### src/hdl/hld_pkg.sv
// Shared types, codes and constants of the heartbeat leader detector.
package hld_pkg;

  localparam int NODE_COUNT_DEF = 4;
  localparam int RING_DEPTH_DEF = 5;
  localparam int SCORE_MAX_DEF  = 15;

  localparam int BEAT_W  = 32;
  localparam int ADDR_W  = 48;
  localparam int QP_W    = 6;
  localparam int MASK_W  = 8;
  localparam int NODE_ID_W = 3;
  localparam int RING_W  = 4;
  localparam int TICK_W  = 16;
  localparam int THR_W   = 4;
  localparam int CFG_IDX_W  = 3;
  localparam int CFG_DATA_W = 32;

  localparam int JOBQ_DEPTH = 4;
  localparam int JOBQ_PTR_W = $clog2(JOBQ_DEPTH);

  localparam logic [NODE_ID_W-1:0] MY_NODE_ID_RST      = 3'd0;
  localparam logic [TICK_W-1:0]    SCAN_PERIOD_RST     = 16'd50;
  localparam logic [THR_W-1:0]     ALIVE_THRESHOLD_RST = 4'd6;
  localparam logic [THR_W-1:0]     DEAD_THRESHOLD_RST  = 4'd2;
  localparam logic [31:0]          BASE_ADDRESS_RST    = 32'h0000_0000;

  localparam logic ACT_TICK  = 1'b0;
  localparam logic ACT_REPLY = 1'b1;

  typedef enum logic [1:0] {
    KIND_BEAT   = 2'd0,
    KIND_READ   = 2'd1,
    KIND_LEADER = 2'd2
  } kind_t;

  typedef enum logic [1:0] {
    OP_BEAT = 2'd0,
    OP_SCAN = 2'd1,
    OP_LEAD = 2'd2
  } op_t;

  typedef enum logic [CFG_IDX_W-1:0] {
    REG_MY_NODE_ID      = 3'd0,
    REG_SCAN_PERIOD     = 3'd1,
    REG_ALIVE_THRESHOLD = 3'd2,
    REG_DEAD_THRESHOLD  = 3'd3,
    REG_BASE_ADDRESS    = 3'd4
  } reg_idx_t;

  typedef struct packed {
    logic [NODE_ID_W-1:0] my_node_id;
    logic [TICK_W-1:0]    scan_period;
    logic [THR_W-1:0]     alive_threshold;
    logic [THR_W-1:0]     dead_threshold;
    logic [31:0]          base_address;
  } cfg_t;

  typedef struct packed {
    op_t                  op;
    logic [BEAT_W-1:0]    beat;
    logic [MASK_W-1:0]    mask_pre;
    logic [MASK_W-1:0]    mask_post;
    logic [NODE_ID_W-1:0] leader;
    logic [RING_W-1:0]    ring;
  } job_t;

endpackage

### src/hdl/hld_front.sv
// Front part: takes ticks and replies, keeps scanner and node state, queues jobs.
module hld_front #(
  parameter int NODE_COUNT = hld_pkg::NODE_COUNT_DEF,
  parameter int RING_DEPTH = hld_pkg::RING_DEPTH_DEF,
  parameter int SCORE_MAX  = hld_pkg::SCORE_MAX_DEF
) (
  input  logic                 clk,
  input  logic                 rst_n,
  input  hld_pkg::cfg_t        cfg,
  input  logic                 in_push,
  input  logic                 in_action,
  input  logic [2:0]           in_peer_slot,
  input  logic [31:0]          in_heartbeat_value,
  input  logic                 jq_full,
  output logic                 jq_push,
  output hld_pkg::job_t        jq_job
);
  import hld_pkg::*;

  localparam int NODE_W  = $clog2(NODE_COUNT);
  localparam int SCORE_W = $clog2(SCORE_MAX + 1);
  localparam int CMP_W   = (SCORE_W > THR_W) ? SCORE_W : THR_W;

  typedef enum logic [1:0] {
    PH_SCAN  = 2'd0,
    PH_READ  = 2'd1,
    PH_ELECT = 2'd2
  } phase_t;

  phase_t                  phase_r, phase_nxt;
  logic [BEAT_W-1:0]       beat_r, beat_nxt;
  logic [TICK_W-1:0]       tick_r, tick_nxt;
  logic [RING_W-1:0]       ring_r, ring_nxt;
  logic [BEAT_W-1:0]       newest_r [NODE_COUNT];
  logic [BEAT_W-1:0]       newest_nxt [NODE_COUNT];
  logic [BEAT_W-1:0]       prev_r [NODE_COUNT];
  logic [BEAT_W-1:0]       prev_nxt [NODE_COUNT];
  logic [SCORE_W-1:0]      score_r [NODE_COUNT];
  logic [SCORE_W-1:0]      score_nxt [NODE_COUNT];
  logic [NODE_COUNT-1:0]   alive_r, alive_nxt;
  logic [NODE_ID_W-1:0]    leader_r, leader_nxt;

  logic                    accept;
  logic                    self_in;
  logic [NODE_ID_W:0]      node;
  logic [TICK_W-1:0]       tick_inc;
  logic                    found;
  logic [NODE_ID_W-1:0]    lead;

  assign accept  = in_push && !jq_full;
  assign self_in = {1'b0, cfg.my_node_id} < (NODE_ID_W+1)'(NODE_COUNT);
  assign node    = (in_peer_slot < cfg.my_node_id) ? {1'b0, in_peer_slot}
                                                   : {1'b0, in_peer_slot} + 4'd1;
  assign tick_inc = tick_r + 16'd1;

  always_comb begin
    phase_nxt  = phase_r;
    beat_nxt   = beat_r;
    tick_nxt   = tick_r;
    ring_nxt   = ring_r;
    newest_nxt = newest_r;
    prev_nxt   = prev_r;
    score_nxt  = score_r;
    alive_nxt  = alive_r;
    leader_nxt = leader_r;
    found      = 1'b0;
    lead       = leader_r;
    jq_push    = 1'b0;
    jq_job.op        = OP_BEAT;
    jq_job.beat      = beat_r + 32'd1;
    jq_job.mask_pre  = MASK_W'(alive_r);
    jq_job.mask_post = MASK_W'(alive_r);
    jq_job.leader    = leader_r;
    jq_job.ring      = ring_r;
    if (accept) begin
      if (in_action == ACT_REPLY) begin
        if (node < (NODE_ID_W+1)'(NODE_COUNT)) begin
          newest_nxt[node[NODE_W-1:0]] = in_heartbeat_value;
        end
      end else begin
        jq_push  = 1'b1;
        beat_nxt = beat_r + 32'd1;
        if (tick_inc == cfg.scan_period) begin
          tick_nxt = '0;
          case (phase_r)
            PH_SCAN: begin
              jq_job.op = OP_SCAN;
              ring_nxt  = (({1'b0, ring_r} + 5'd1) >= 5'(RING_DEPTH)) ? '0 : ring_r + 4'd1;
              phase_nxt = PH_READ;
            end
            PH_READ: begin
              for (int i = 0; i < NODE_COUNT; i++) begin
                if ((NODE_ID_W+1)'(i) != {1'b0, cfg.my_node_id}) begin
                  if (newest_r[i] > prev_r[i]) begin
                    if (score_r[i] < SCORE_W'(SCORE_MAX)) begin
                      score_nxt[i] = score_r[i] + SCORE_W'(1);
                    end
                  end else if (score_r[i] != '0) begin
                    score_nxt[i] = score_r[i] - SCORE_W'(1);
                  end
                  prev_nxt[i] = newest_r[i];
                end
              end
              phase_nxt = PH_ELECT;
            end
            PH_ELECT: begin
              for (int i = 0; i < NODE_COUNT; i++) begin
                if (CMP_W'(score_r[i]) >= CMP_W'(cfg.alive_threshold)) begin
                  alive_nxt[i] = 1'b1;
                end else if (CMP_W'(score_r[i]) < CMP_W'(cfg.dead_threshold)) begin
                  alive_nxt[i] = 1'b0;
                end
              end
              if (self_in) begin
                alive_nxt[cfg.my_node_id[NODE_W-1:0]] = 1'b1;
              end
              for (int i = NODE_COUNT - 1; i >= 0; i--) begin
                if (alive_nxt[i]) begin
                  lead  = NODE_ID_W'(i);
                  found = 1'b1;
                end
              end
              if (found && (lead != leader_r)) begin
                leader_nxt       = lead;
                jq_job.op        = OP_LEAD;
                jq_job.leader    = lead;
                jq_job.mask_post = MASK_W'(alive_nxt);
              end
              phase_nxt = PH_SCAN;
            end
            default: begin
              phase_nxt = PH_SCAN;
            end
          endcase
        end else begin
          tick_nxt = tick_inc;
        end
      end
    end
  end

  always_ff @(posedge clk) begin
    if (!rst_n) begin
      phase_r  <= PH_SCAN;
      beat_r   <= '0;
      tick_r   <= '0;
      ring_r   <= '0;
      alive_r  <= '0;
      leader_r <= '0;
      for (int i = 0; i < NODE_COUNT; i++) begin
        newest_r[i] <= '0;
        prev_r[i]   <= '0;
        score_r[i]  <= '0;
      end
    end else begin
      phase_r  <= phase_nxt;
      beat_r   <= beat_nxt;
      tick_r   <= tick_nxt;
      ring_r   <= ring_nxt;
      alive_r  <= alive_nxt;
      leader_r <= leader_nxt;
      newest_r <= newest_nxt;
      prev_r   <= prev_nxt;
      score_r  <= score_nxt;
    end
  end

endmodule

### src/hdl/hld_jobq.sv
// Job queue between the front and back parts.
module hld_jobq (
  input  logic          clk,
  input  logic          rst_n,
  input  logic          push,
  input  hld_pkg::job_t push_job,
  input  logic          pop,
  output hld_pkg::job_t head,
  output logic          full,
  output logic          empty
);
  import hld_pkg::*;

  job_t                  mem_r [JOBQ_DEPTH];
  logic [JOBQ_PTR_W-1:0] wp_r, wp_nxt;
  logic [JOBQ_PTR_W-1:0] rp_r, rp_nxt;
  logic [JOBQ_PTR_W:0]   cnt_r, cnt_nxt;

  assign full  = (cnt_r == (JOBQ_PTR_W+1)'(JOBQ_DEPTH));
  assign empty = (cnt_r == '0);
  assign head  = mem_r[rp_r];

  always_comb begin
    wp_nxt  = push ? wp_r + 1'b1 : wp_r;
    rp_nxt  = pop  ? rp_r + 1'b1 : rp_r;
    cnt_nxt = cnt_r;
    if (push && !pop) begin
      cnt_nxt = cnt_r + 1'b1;
    end else if (pop && !push) begin
      cnt_nxt = cnt_r - 1'b1;
    end
  end

  always_ff @(posedge clk) begin
    if (!rst_n) begin
      wp_r  <= '0;
      rp_r  <= '0;
      cnt_r <= '0;
    end else begin
      wp_r  <= wp_nxt;
      rp_r  <= rp_nxt;
      cnt_r <= cnt_nxt;
    end
  end

  always_ff @(posedge clk) begin
    if (push) begin
      mem_r[wp_r] <= push_job;
    end
  end

endmodule

### src/hdl/hld_back.sv
// Back part: expands each job into output register result items, one per unstalled cycle.
module hld_back #(
  parameter int NODE_COUNT = hld_pkg::NODE_COUNT_DEF,
  parameter int RING_DEPTH = hld_pkg::RING_DEPTH_DEF
) (
  input  logic                 clk,
  input  logic                 rst_n,
  input  hld_pkg::cfg_t        cfg,
  input  hld_pkg::job_t        job,
  input  logic                 jq_empty,
  output logic                 jq_pop,
  input  logic                 out_pop,
  output logic                 out_empty,
  output logic [1:0]           out_kind,
  output logic [5:0]           out_queue_pair,
  output logic [47:0]          out_local_address,
  output logic [31:0]          out_result_value,
  output logic [7:0]           out_alive_mask,
  output logic                 out_last
);
  import hld_pkg::*;

  localparam int STEP_W = $clog2(NODE_COUNT + 2);
  localparam int OFF_W  = $clog2(RING_DEPTH * NODE_COUNT + 1);

  logic                 out_valid_r, out_valid_nxt;
  kind_t                kind_r, kind_nxt;
  logic [QP_W-1:0]      qp_r, qp_nxt;
  logic [ADDR_W-1:0]    addr_r, addr_nxt;
  logic [BEAT_W-1:0]    val_r, val_nxt;
  logic [MASK_W-1:0]    mask_r, mask_nxt;
  logic                 last_r, last_nxt;
  logic [STEP_W-1:0]    step_r, step_nxt;

  logic                 taken;
  logic                 advance;
  logic [STEP_W-1:0]    npeer;
  logic [STEP_W-1:0]    last_step;
  logic                 is_last;
  logic [STEP_W-1:0]    peer;
  logic [OFF_W-1:0]     off;
  logic [QP_W-1:0]      qp_calc;

  assign taken   = out_pop && out_valid_r;
  assign advance = !jq_empty && (!out_valid_r || out_pop);
  assign npeer   = ({1'b0, cfg.my_node_id} < (NODE_ID_W+1)'(NODE_COUNT))
                   ? STEP_W'(NODE_COUNT - 1) : STEP_W'(NODE_COUNT);

  always_comb begin
    case (job.op)
      OP_SCAN: last_step = npeer;
      OP_LEAD: last_step = STEP_W'(1);
      default: last_step = '0;
    endcase
  end

  assign is_last = (step_r == last_step);
  assign jq_pop  = advance && is_last;
  assign peer    = step_r - STEP_W'(1);
  assign off     = OFF_W'(RING_DEPTH) * OFF_W'(peer) + OFF_W'(job.ring);
  assign qp_calc = QP_W'(NODE_COUNT - 1) * QP_W'(cfg.my_node_id) + QP_W'(peer);

  always_comb begin
    out_valid_nxt = taken ? 1'b0 : out_valid_r;
    step_nxt = step_r;
    kind_nxt = kind_r;
    qp_nxt   = qp_r;
    addr_nxt = addr_r;
    val_nxt  = val_r;
    mask_nxt = mask_r;
    last_nxt = last_r;
    if (advance) begin
      out_valid_nxt = 1'b1;
      step_nxt = is_last ? '0 : step_r + STEP_W'(1);
      last_nxt = is_last;
      if (step_r == '0) begin
        kind_nxt = KIND_BEAT;
        qp_nxt   = '0;
        addr_nxt = ADDR_W'(cfg.base_address);
        val_nxt  = job.beat;
        mask_nxt = job.mask_pre;
      end else if (job.op == OP_SCAN) begin
        kind_nxt = KIND_READ;
        qp_nxt   = qp_calc;
        addr_nxt = ADDR_W'(cfg.base_address) + ADDR_W'(4) + (ADDR_W'(off) << 2);
        val_nxt  = '0;
        mask_nxt = job.mask_pre;
      end else begin
        kind_nxt = KIND_LEADER;
        qp_nxt   = '0;
        addr_nxt = '0;
        val_nxt  = BEAT_W'(job.leader);
        mask_nxt = job.mask_post;
      end
    end
  end

  always_ff @(posedge clk) begin
    if (!rst_n) begin
      out_valid_r <= 1'b0;
      step_r      <= '0;
    end else begin
      out_valid_r <= out_valid_nxt;
      step_r      <= step_nxt;
    end
  end

  always_ff @(posedge clk) begin
    kind_r <= kind_nxt;
    qp_r   <= qp_nxt;
    addr_r <= addr_nxt;
    val_r  <= val_nxt;
    mask_r <= mask_nxt;
    last_r <= last_nxt;
  end

  assign out_empty         = !out_valid_r;
  assign out_kind          = kind_r;
  assign out_queue_pair    = qp_r;
  assign out_local_address = addr_r;
  assign out_result_value  = val_r;
  assign out_alive_mask    = mask_r;
  assign out_last          = last_r;

endmodule

### src/hdl/heartbeat_leader_detector_top.sv
// Top level of the heartbeat leader detector: configuration registers and part wiring.
//
//   channel  handshake           transfer when        payload
//   in       in_push / in_full   push & !full         action, peer_slot, heartbeat_value
//   out      out_pop / out_empty pop & !empty         kind, queue_pair, local_address,
//                                                     result_value, alive_mask, last
//   cfg      cfg_valid/cfg_ready valid & ready        cfg_index, cfg_wdata
//
// The front takes one item per cycle while the four-entry job queue has room; replies
// finish in the front. A tick yields 1 result, NODE_COUNT or NODE_COUNT+1 on scan steps,
// or 2 on a leader change; the back sends one result per cycle while the out side pops.
// The first result of a tick passes through the job queue, then the output register.
// Reset (rst_n low, synchronous) loads register defaults and clears all state but job storage and output payload.
// A stalled out side fills the job queue, then in_full rises.
module heartbeat_leader_detector_top #(
  parameter int NODE_COUNT = hld_pkg::NODE_COUNT_DEF,
  parameter int RING_DEPTH = hld_pkg::RING_DEPTH_DEF,
  parameter int SCORE_MAX  = hld_pkg::SCORE_MAX_DEF
) (
  input  logic                           clk,
  input  logic                           rst_n,
  input  logic                           in_push,
  output logic                           in_full,
  input  logic                           in_action,
  input  logic [2:0]                     in_peer_slot,
  input  logic [31:0]                    in_heartbeat_value,
  input  logic                           out_pop,
  output logic                           out_empty,
  output logic [1:0]                     out_kind,
  output logic [5:0]                     out_queue_pair,
  output logic [47:0]                    out_local_address,
  output logic [31:0]                    out_result_value,
  output logic [7:0]                     out_alive_mask,
  output logic                           out_last,
  input  logic                           cfg_valid,
  output logic                           cfg_ready,
  input  logic [hld_pkg::CFG_IDX_W-1:0]  cfg_index,
  input  logic [hld_pkg::CFG_DATA_W-1:0] cfg_wdata
);
  import hld_pkg::*;

  cfg_t cfg_r, cfg_nxt;
  logic jq_push;
  logic jq_pop;
  logic jq_full;
  logic jq_empty;
  job_t jq_in;
  job_t jq_head;

  assign cfg_ready = 1'b1;
  assign in_full   = jq_full;

  always_comb begin
    cfg_nxt = cfg_r;
    if (cfg_valid && cfg_ready) begin
      case (reg_idx_t'(cfg_index))
        REG_MY_NODE_ID:      cfg_nxt.my_node_id      = cfg_wdata[NODE_ID_W-1:0];
        REG_SCAN_PERIOD:     cfg_nxt.scan_period     = cfg_wdata[TICK_W-1:0];
        REG_ALIVE_THRESHOLD: cfg_nxt.alive_threshold = cfg_wdata[THR_W-1:0];
        REG_DEAD_THRESHOLD:  cfg_nxt.dead_threshold  = cfg_wdata[THR_W-1:0];
        REG_BASE_ADDRESS:    cfg_nxt.base_address    = cfg_wdata[31:0];
        default:             cfg_nxt = cfg_r;
      endcase
    end
  end

  always_ff @(posedge clk) begin
    if (!rst_n) begin
      cfg_r.my_node_id      <= MY_NODE_ID_RST;
      cfg_r.scan_period     <= SCAN_PERIOD_RST;
      cfg_r.alive_threshold <= ALIVE_THRESHOLD_RST;
      cfg_r.dead_threshold  <= DEAD_THRESHOLD_RST;
      cfg_r.base_address    <= BASE_ADDRESS_RST;
    end else begin
      cfg_r <= cfg_nxt;
    end
  end

  hld_front #(
    .NODE_COUNT (NODE_COUNT),
    .RING_DEPTH (RING_DEPTH),
    .SCORE_MAX  (SCORE_MAX)
  ) u_front (
    .clk                (clk),
    .rst_n              (rst_n),
    .cfg                (cfg_r),
    .in_push            (in_push),
    .in_action          (in_action),
    .in_peer_slot       (in_peer_slot),
    .in_heartbeat_value (in_heartbeat_value),
    .jq_full            (jq_full),
    .jq_push            (jq_push),
    .jq_job             (jq_in)
  );

  hld_jobq u_jobq (
    .clk      (clk),
    .rst_n    (rst_n),
    .push     (jq_push),
    .push_job (jq_in),
    .pop      (jq_pop),
    .head     (jq_head),
    .full     (jq_full),
    .empty    (jq_empty)
  );

  hld_back #(
    .NODE_COUNT (NODE_COUNT),
    .RING_DEPTH (RING_DEPTH)
  ) u_back (
    .clk               (clk),
    .rst_n             (rst_n),
    .cfg               (cfg_r),
    .job               (jq_head),
    .jq_empty          (jq_empty),
    .jq_pop            (jq_pop),
    .out_pop           (out_pop),
    .out_empty         (out_empty),
    .out_kind          (out_kind),
    .out_queue_pair    (out_queue_pair),
    .out_local_address (out_local_address),
    .out_result_value  (out_result_value),
    .out_alive_mask    (out_alive_mask),
    .out_last          (out_last)
  );

endmodule
### config.mk
export PLATFORM = sky130hd
export DESIGN_NAME = heartbeat_leader_detector_top
export DESIGN_NICKNAME = d
export VERILOG_FILES = /design/src/hdl/hld_pkg.sv /design/src/hdl/hld_front.sv /design/src/hdl/hld_jobq.sv /design/src/hdl/hld_back.sv /design/src/hdl/heartbeat_leader_detector_top.sv
export SDC_FILE = /design/constraint.sdc
export NUM_CORES = 1
export LEC_CHECK = 0
export BUFFER_PORTS_ARGS = -buffer_cell sky130_fd_sc_hd__buf_2
export CORE_MARGIN = 2
export CORE_UTILIZATION = 40
export CTS_CLUSTER_DIAMETER = 40
export DETAILED_ROUTE_END_ITERATION = 10
export SYNTH_ARGS = -nofsm -noshare
export SYNTH_HDL_FRONTEND = slang
export SYNTH_SLANG_ARGS = --single-unit
### constraint.sdc
create_clock -name clk -period 12.15 [get_ports clk]
set_input_delay 2.43 -clock clk [delete_from_list [all_inputs] [get_ports clk]]
set_output_delay 2.43 -clock clk [all_outputs]
set_load 0.02 [all_outputs]
==> flow_summary.toml, run 1 <==
[clock_tree]
clock_latency_ps = 670
clkTransAtPathRegs_ps = 50
cts.sinks = 678
cts_resized = 0
post-cts-setup-buffer-count = 0
cts_hold_buf = 0
clock_path_buffers = 3
cts_buffers = 103
cts_tree = "done"
cts_htree_levels = 3
clockRootBuffer = "clkbuf_16"

[drt]
drtAntennaViolNets = 0
routed_wl_um = 69100
vias = 21900
drcViolationCount = 0
viasPerCell = 5.00
drt_first_pass_iters = 5
wl_per_cell_um = 15.8
first_iter_violations = 1254

[worst_setup_path]
critical_path_class = "flop to flop"
rrSetupSlack_ps = 7010
worst-path-max-fanout = 49
required_ps = 12670
critPathLaunchType = "flop"
end_kind = "flop"
crit_end = "u_back.out_local_address[22]$_DFFE_PP_"
crit_arrival_ps = 5660
rr_worst_depth = 17
reg2reg_to = "u_back.out_local_address[22]$_DFFE_PP_"

[floorplanning]
initial_core_util_pct = 40.2
io_pins = 176
die_height_um = 285
rows = 103
die_w_um = 285
die-area_um2 = 81300
core_um2 = 78600

[yosys]
synth-main-ff-cell = "dfxtp_1"
synth.most_common_cell = "nand2_1"
yosys.area.top_type = "edfxtp_1"
synth_cells = 3085
netlist_area_um2 = 31600
ys_seq_elements = 678
yosys-top-cells-area = "edfxtp_1 (26%), dfxtp_1 (26%), ha_1 (8.2%)"
synth_edf_count = 273
netlist_top_cells_count = "nand2_1 (487), dfxtp_1 (405), a21oi_1 (293)"
yosys_warnings = 0
synth.avg_cell_area_um2 = 10.2
synth_top_area_share_pct = 25.9
synthArstFlopShare_pct = 0
ys_types = 74
seq_area_frac_synth_pct = 51.6

[timing]
tightest_slew_ps = 1130
tns_ps = 0
final.min_clock_period_ps = 5140
fin_skew_ps = 62.1
slew_violations = 0
setup_viol = 0
post-route-period-util_pct = 42.3
relSlewSlack_pct = 24.1
rsz0062_at_grt = "false"
hold_viol = 0
setup_ws_ps = 7010
fmax_mhz = 194

[final_layout]
area.growth.synth_to_final_pct = 17.4
final_core_util_pct = 47.2
finalNetCount = 3523
drive_gt1_share_pct = 13.8
fillers = 7409

[placed_design]
gp_congestion = 0.817
dp_hpwl_um = 44800
dp_slack_ps = 6780
io_buffers = 154

[run]
maxCapViolations = 0

[power]
leakagePower_nw = 14.0
ir_worst_vdd_mv = 0.108
power_density_nw_per_um2 = 186
power_mw = 6.90

[grt]
grt.total_usage_pct = 16.8
grt_pass1_vias = 21000
grt_max_degree = 242
grt_overflow = 0
antenna_found_initial = 4
grt_pass1_wl_um = 111000

[hold_path]
hold_depth = 2
min_path_type = "flop to flop"

[outcome]
status = "finished, final reports clean"
critical path, cell delays in order (launching register included):
cell and delay, ps:
dfxtp_4 330, buf_4 720, mux4_2 630, ha_1 290
ha_1 150, inv_1 50, fa_1 470, inv_1 40
ha_1 310, ha_1 290, a21o_1 100, a21oi_1 90
o21bai_1 170, a21o_1 170, and3_1 300, nand4_1 300
or3_1 430, a21oi_1 140
layout make-up:
| cell class | instances | area, µm² | area share, % |
|---|---|---|---|
| repair buffers | 186 | 1020 | 2.76 |
| flip-flops and latches | 678 | 16300 | 43.9 |
| clock inverters | 67 | 848 | 2.29 |
| inverters | 185 | 702 | 1.89 |
| multi-input cells | 2077 | 14000 | 37.8 |
| clock buffers | 128 | 2890 | 7.79 |
| well taps | 1050 | 1310 | 3.54 |
| diodes | 4 | 10.0 | 0.0270 |
metal layers:
metal / track usage [%] / vias to the layer above / share of wire [%]
li1: - / 11100 / -
met4: 4.84 / 0 / 2.1
met5: 0 / - / 0
met3: 2.54 / 104 / 3.4
met1: 22.0 / 10400 / 46
met2: 28.6 / 324 / 48
flip-flops by register name, summed over array words and instances (netlist names), 3 cells and up, named ones only:
signal and cells:
u_jobq.mem_r 196, u_back.out_queue_pair 5, u_front.prev_r 128, u_back.out_result_value 32
u_back.out_local_address 33, u_front.leader_r 3, u_jobq.cnt_r 3, u_front.score_r 16
u_back.out_alive_mask 4, u_back.step_r 3, u_front.alive_r 4, u_front.tick_r 16
u_front.beat_r 32, u_front.newest_r 128, cfg_r 59, u_front.ring_r 4
logic make-up after synthesis:
| logic type | count (synthesis) | synth area share [%] |
|---|---|---|
| other cells | 2 | 0.0238 |
| flops | 678 | 51.6 |
| mux | 209 | 8.60 |
| fa+ha+maj | 216 | 8.79 |
| buf+inv | 349 | 4.48 |
| compound gates | 479 | 8.70 |
| xor+xnor | 103 | 2.85 |
| simple gates | 1049 | 15.0 |
report_power, final:
group	total, mW	internal [mW]	switching (mW)
clock	3.08	1.94	1.14
combinational	1.16	0.437	0.726
sequential	2.65	2.59	0.0586
per-stage QoR:
stage | instance area, µm² | hold WS, ps | cells
2_1_floorplan | 31700 | 432 | 3104
3_3_place_gp | 33400 | 438 | 4176
3_5_place_dp | 33400 | 444 | 4176
4_1_cts | 37100 | 444 | 4371
5_1_grt | 37100 | 461 | 4375
6_report | 37100 | 443 | 4375
worst min-delay path by stage:
stage                                       startpoint                               end
global route        u_front.newest_r[120]$_SDFFE_PN0P_  u_front.prev_r[120]$_SDFFE_PN0P_
global placement                 cfg_r[0]$_SDFFE_PN0P_             cfg_r[0]$_SDFFE_PN0P_
CTS                 u_front.newest_r[120]$_SDFFE_PN0P_  u_front.prev_r[120]$_SDFFE_PN0P_
finish              u_front.newest_r[120]$_SDFFE_PN0P_  u_front.prev_r[120]$_SDFFE_PN0P_
floorplan                        cfg_r[0]$_SDFFE_PN0P_             cfg_r[0]$_SDFFE_PN0P_
detailed placement     u_front.prev_r[50]$_SDFFE_PN0P_   u_front.prev_r[50]$_SDFFE_PN0P_
cell usage in the layout, fill, tap and decap left out, types with 57 or more instances in the layout:
master / Yosys / final
nand3_1: 57 / 57
nor2_1: 240 / 238
buf_2: 22 / 154
ha_1: 206 / 206
xor2_1: 58 / 58
a21oi_1: 293 / 292
o21ai_0: 69 / 69
nand2_1: 487 / 486
clkbuf_16: 0 / 110
inv_1: 184 / 184
edfxtp_1: 273 / 273
mux2i_1: 149 / 149
dfxtp_1: 405 / 403
No activity file was read; power rests on OpenSTA's default activity.
==> run 2, diff against run 1 <==
ABC_AREA = 1   (was unset)
clock period = 4.8 ns   (was 12.15 ns; I/O delays follow)
==> run 2 against run 1 <==
  * Critical path depth rose by 8
  * Clock skew rose by 9.8 ps
  * Critical endpoint is now u_back.out_local_address[29]$_DFFE_PP_
  * Via count rose by 13%
  * First-iteration DRC count rose by 28%
  * Critical path type unchanged
  * Highest routed layer is now met5
  * Worst hold slack improved by 11 ps
  * Die area rose by 1.6%
==> flow_summary.toml, run 2 <==
[drt]
drtAntennaViolNets = 0
routed_wl_um = 77800
vias = 24800
drt_first_pass_iters = 5
first_iter_violations = 1608
drcViolationCount = 0
viasPerCell = 4.94
wl_per_cell_um = 15.5

[timing]
tightest_slew_ps = 1030
final.min_clock_period_ps = 4430
fmax_mhz = 226
hold_viol = 0
setup_viol = 0
post-route-period-util_pct = 92.2
slew_violations = 0
holdWs_ps = 454
relSlewSlack_pct = 31.5
fin_skew_ps = 71.9
tns_ps = 0
setup_ws_ps = 374
rsz0062_at_grt = "false"

[clock_tree]
clkTransAtPathRegs_ps = 50
cts_buffers = 109
clockRootBuffer = "clkbuf_16"
post-cts-setup-buffer-count = 0
cts_hold_buf = 0
clock_path_buffers = 3
cts_tree = "done"
cts.sinks = 678
cts_htree_levels = 3
clock_latency_ps = 700

[yosys]
yosys-top-cells-area = "edfxtp_1 (26%), dfxtp_1 (25%), ha_1 (8.0%)"
synth.avg_cell_area_um2 = 8.63
ys_types = 52
netlist_top_cells_count = "nor2_1 (626), o21ai_0 (480), dfxtp_1 (405)"
ys_seq_elements = 678
seq_area_frac_synth_pct = 50.8
synth_cells = 3722
synth_edf_count = 273
yosys.area.top_type = "edfxtp_1"
synthArstFlopShare_pct = 0
synth_top_area_share_pct = 25.5
synth.most_common_cell = "nor2_1"
netlist_area_um2 = 32100
synth-main-ff-cell = "dfxtp_1"
yosys_warnings = 0

[worst_setup_path]
required_ps = 5230
critical_path_class = "flop to flop"
rr_worst_depth = 25
crit_arrival_ps = 4860
end_kind = "flop"
r2r_start = "u_back.step_r[0]$_SDFFE_PN0P_"
worst-path-max-fanout = 6
rrSetupSlack_ps = 370
slowest_stage = "dfxtp_1"
max_stage_delay_ps = 400
reg2reg_to = "u_back.out_local_address[29]$_DFFE_PP_"
critPathLaunchType = "flop"

[run]
maxCapViolations = 0

[placed_design]
gp_congestion = 0.836
post_dp_cell_area_um2 = 33800
dp_slack_ps = 209
io_buffers = 154
dp_hpwl_um = 51700
dp_cells = 4810

[grt]
grt_overflow = 0
grt.total_usage_pct = 18.9
grt_pass1_wl_um = 125000
antenna_found_initial = 2
grt_pass1_vias = 23400
grt_max_degree = 155

[outcome]
status = "finished, final reports clean"

[final_layout]
instances_no_fill = 5014
drive_gt1_share_pct = 11.2
largest_reg_flops = 196
area.growth.synth_to_final_pct = 16.7
design_area_um2 = 37500
final_common_cell = "nor2_1"
reg_top3 = "u_jobq.mem_r (196), u_front.newest_r (128), u_front.prev_r (128)"
final_core_util_pct = 47.3
final_cell_mix = "nor2_1 (616), o21ai_0 (480), dfxtp_1 (404)"
top_register = "u_jobq.mem_r"
finalNetCount = 4163

[floorplanning]
initial_core_util_pct = 40.5
io_pins = 176
die_w_um = 287
core_um2 = 79300
die_height_um = 287
rows = 103
die-area_um2 = 82600

[power]
leakagePower_nw = 15.7
power_density_nw_per_um2 = 490
power_mw = 18.4
ir_worst_vdd_mv = 0.297

[hold_path]
hold_end = "cfg_r[1]$_SDFFE_PN0P_"
min_path_type = "flop to flop"
hold_depth = 2
hp-start = "cfg_r[1]$_SDFFE_PN0P_"
run 2: changes by cell type after synthesis, sizes merged, moves of 44 or more:
cell   previous run  this run
a21oi           293       347
and2             46         2
inv             185       404
mux2i           149         0
mux4             49         0
nand2           487       418
nor2            240       650
o21ai            70       497
run 2: worst max-delay path by stage:
stage                                             start                                     end  slack (ps)  cells past startpoint
final                     u_back.step_r[0]$_SDFFE_PN0P_  u_back.out_local_address[29]$_DFFE_PP_         370                     25
after global routing      u_back.step_r[1]$_SDFFE_PN0P_  u_back.out_local_address[29]$_DFFE_PP_           8                     25
after CTS                 u_back.step_r[0]$_SDFFE_PN0P_  u_back.out_local_address[29]$_DFFE_PP_         230                     25
after detailed placement  u_back.step_r[0]$_SDFFE_PN0P_  u_back.out_local_address[29]$_DFFE_PP_         210                     25
after global placement    u_back.step_r[1]$_SDFFE_PN0P_  u_back.out_local_address[29]$_DFFE_PP_         220                     25
after floorplan                                 in_push            u_jobq.mem_r[0][0]$_DFFE_PP_         200                      8
run 2: area by class of cell:
class	instances	area (µm²)
Fill cell	7586	41800
Sequential cell	678	16300
Multi-Input combinational cell	2486	13500
Clock buffer	133	2950
Inverter	406	1520
Tap cell	1050	1310
Timing Repair Buffer	190	1090
Clock inverter	70	751
Antenna cell	1	2.50
run 2: routing by layer:
| metal | global-route usage [%] | vias up | share of wire (%) |
|---|---|---|---|
| li1 | - | 12800 | - |
| met1 | 26.3 | 11400 | 48 |
| met2 | 30.1 | 485 | 45 |
| met3 | 3.27 | 102 | 5.2 |
| met4 | 5.09 | 2 | 1.8 |
| met5 | 0 | - | 0.021 |
run 2: kinds of logic after synthesis:
kind of cell               share of synthesized area (%)
AOI/OAI and AO/OA                                   15.0
xor gates and xnor gates                            1.12
adders and majority gates                           8.65
buffers and inverters                               7.53
DFF                                                 50.8
other                                             0.0234
and+or+nand+nor                                     16.9
run 2: repair_timing:
item	4_1_cts	5_1_grt
endpoints found under the setup margin	0	5
hold endpoints to repair	0	0
gates resized for setup	0	5
run 2: critical path: cells and delay by family, from the launching register on:
kind                     cells  cell delay [ps]
flip-flops                   1              400
AO/OA/AOI/OAI                3              430
AND/OR/NAND/NOR             12             1220
adder cells (fa/ha/maj)      6             1700
XOR/XNOR                     2              350
buffers and inverters        2              150
run 2: power by group:
group | switching, mW | total (mW) | internal, mW
Combinational | 2.57 | 3.72 | 1.15
Clock | 2.99 | 7.72 | 4.73
Sequential | 0.220 | 6.94 | 6.72
Total | 5.78 | 18.4 | 12.6
==> run 3, diff against run 2 <==
clock period = 4.4 ns   (was 4.8 ns; I/O delays follow)
==> run 3 against run 2 <==
  * Clock power grew 18%
  * Maximum frequency grew 6.2%
  * Non-clock buffer count grew 10
  * Total power grew 14%
  * Wire length grew 1.9%
  * Clock-buffer cell count grew 6
  * Utilization grew 0.65 points
  * Sequential share of layout area shrank 0.58 points
  * Die area is the same
  * Worst hold slack lost 18 ps
  * Combinational power grew 14%
  * Critical path type unchanged
  * Largest cell class unchanged
  * Largest power group unchanged
==> flow_summary.toml, run 3 (same netlist as run 2, synthesis figures left out) <==
[run]
maxCapViolations = 0

[final_layout]
area.growth.synth_to_final_pct = 18.3
final_cell_mix = "nor2_1 (614), o21ai_0 (478), dfxtp_1 (404)"
fillers = 7619
largest_reg_flops = 196
top_register = "u_jobq.mem_r"
instances_no_fill = 5033
reg_top3 = "u_jobq.mem_r (196), u_front.newest_r (128), u_front.prev_r (128)"
finalNetCount = 4177
drive_gt1_share_pct = 12.0
multiInputGateArea_um2 = 13600
final_core_util_pct = 47.9
final_common_cell = "nor2_1"
register_area_um2 = 16300

[placed_design]
dp_hpwl_um = 52300
dp_cells = 4819
gp_congestion = 0.830
io_buffers = 154

[timing]
relSlewSlack_pct = 26.5
tns_ps = 0
post-route-period-util_pct = 94.7
setup_viol = 0
slew_violations = 0
tightest_slew_ps = 1100
hold_viol = 0
fin_skew_ps = 54.2
final.min_clock_period_ps = 4170
fmax_mhz = 240
holdWs_ps = 436

[grt]
grt_overflow = 0
grt_max_degree = 164
antenna_found_initial = 1
grt_pass1_wl_um = 125000
grt.total_usage_pct = 18.9
grt_pass1_vias = 23300

[clock_tree]
clkTransAtPathRegs_ps = 50
clock_latency_ps = 680
clock_path_buffers = 3
cts.sinks = 678
cts_tree = "done"
cts_htree_levels = 3
cts_buffers = 113
clockRootBuffer = "clkbuf_16"

[floorplanning]
die-area_um2 = 82600
initial_core_util_pct = 40.5
die_height_um = 287
core_um2 = 79300
io_pins = 176
die_w_um = 287
rows = 103

[worst_setup_path]
worst-path-max-fanout = 4
rr_worst_depth = 24
critical_path_class = "flop to flop"
max_stage_delay_ps = 420
critPathLaunchType = "flop"
required_ps = 4820
end_kind = "flop"
crit_arrival_ps = 4590
slowest_stage = "fa_1"
crit_start = "u_back.step_r[1]$_SDFFE_PN0P_"
r2r_start = "u_back.step_r[1]$_SDFFE_PN0P_"
critPathMostFrequentCell = "nand2_1"
path_cells = "inv_1 -> ha_2 -> xnor2_2 -> inv_1 -> ha_4 -> ha_4 -> inv_1 -> fa_1 -> xnor2_1 -> ha_1 -> ha_4 -> nand3_1 -> nand2_1 -> nand2_1 -> nand2_1 -> nand2_1 -> nor2_2 -> nand2_2 -> nor2_4 -> nand3_2 -> nor2_4 -> nand3_2 -> o21ai_1 -> a21oi_1"

[outcome]
status = "finished, final reports clean"

[power]
power_density_nw_per_um2 = 550
leakagePower_nw = 16.0
ir_worst_vdd_mv = 0.391

[hold_path]
hold_depth = 3
hp-start = "cfg_wdata[25]"
min_path_type = "primary input to flop"

[drt]
drcViolationCount = 0
routed_wl_um = 79300
viasPerCell = 4.99
wl_per_cell_um = 15.8
vias = 25100
first_iter_violations = 1610
drtAntennaViolNets = 0
drt_first_pass_iters = 5
run 3: cell types whose count changed in the layout (fill, tap and decap cells not counted), sizes merged:
cell      previous run  this run
clkinvlp            15         6
clkinv              33        37
buf                189       199
clkbuf             134       140
bufinv               5        13
run 3: worst paths after layout:
check / endpoint / slack (ps)
max: u_back.out_local_address[29]$_DFFE_PP_ / 230
min: cfg_r[25]$_SDFFE_PN0P_ / 440
max reg2reg: u_back.out_local_address[29]$_DFFE_PP_ / 230
min reg2reg: u_front.prev_r[81]$_SDFFE_PN0P_ / 460
run 3: final cells by class:
cell class | count | area share [%]
Clock buffer | 139 | 8.05
Antenna cell | 1 | 0.00659
Multi-Input combinational cell | 2486 | 35.9
Sequential cell | 678 | 42.9
Tap cell | 1050 | 3.46
Timing Repair Buffer | 200 | 3.15
Inverter | 406 | 4.01
Clock inverter | 73 | 2.49
run 3: routing by layer:
metal  wire length (µm)  share of wire [%]  GRT usage, %
met3               3780                4.8          2.61
met1              37900                 48          26.4
met5                  0                  0             0
met2              35900                 45          30.6
met4               1780                2.2          5.60
run 3: worst max-delay path: cells and delay by family (launching register included):
family                     cells  cell delay, ps
adders and majority gates      6            1700
and+or+nand+nor               11            1160
DFF                            1             340
xor gates and xnor gates       2             290
AOI/OAI and AO/OA              2             220
buffers and inverters          3             200
run 3: repair_timing:
action,CTS,global route
buffers inserted,0,1
resized for setup,0,26
endpoints found under the setup margin,0,14
hold buffers,0,0
endpoints found under the hold margin,0,0
run 3: power breakdown:
group | leakage, nW | internal (mW) | switching [mW]
logic | 8.14 | 1.34 | 2.89
clock network | 1.95 | 5.78 | 3.31
registers | 5.87 | 7.34 | 0.241
run 3: through the flow:
step           power [mW]  worst slack [ps]  cell area (µm²)
3_3_place_gp         11.8               103            33900
3_5_place_dp         11.9              74.7            33900
2_1_floorplan        10.5              -116            32200
5_1_grt              21.9             -53.3            38000
4_1_cts              21.0              52.5            37900
6_report             20.9               232            38000
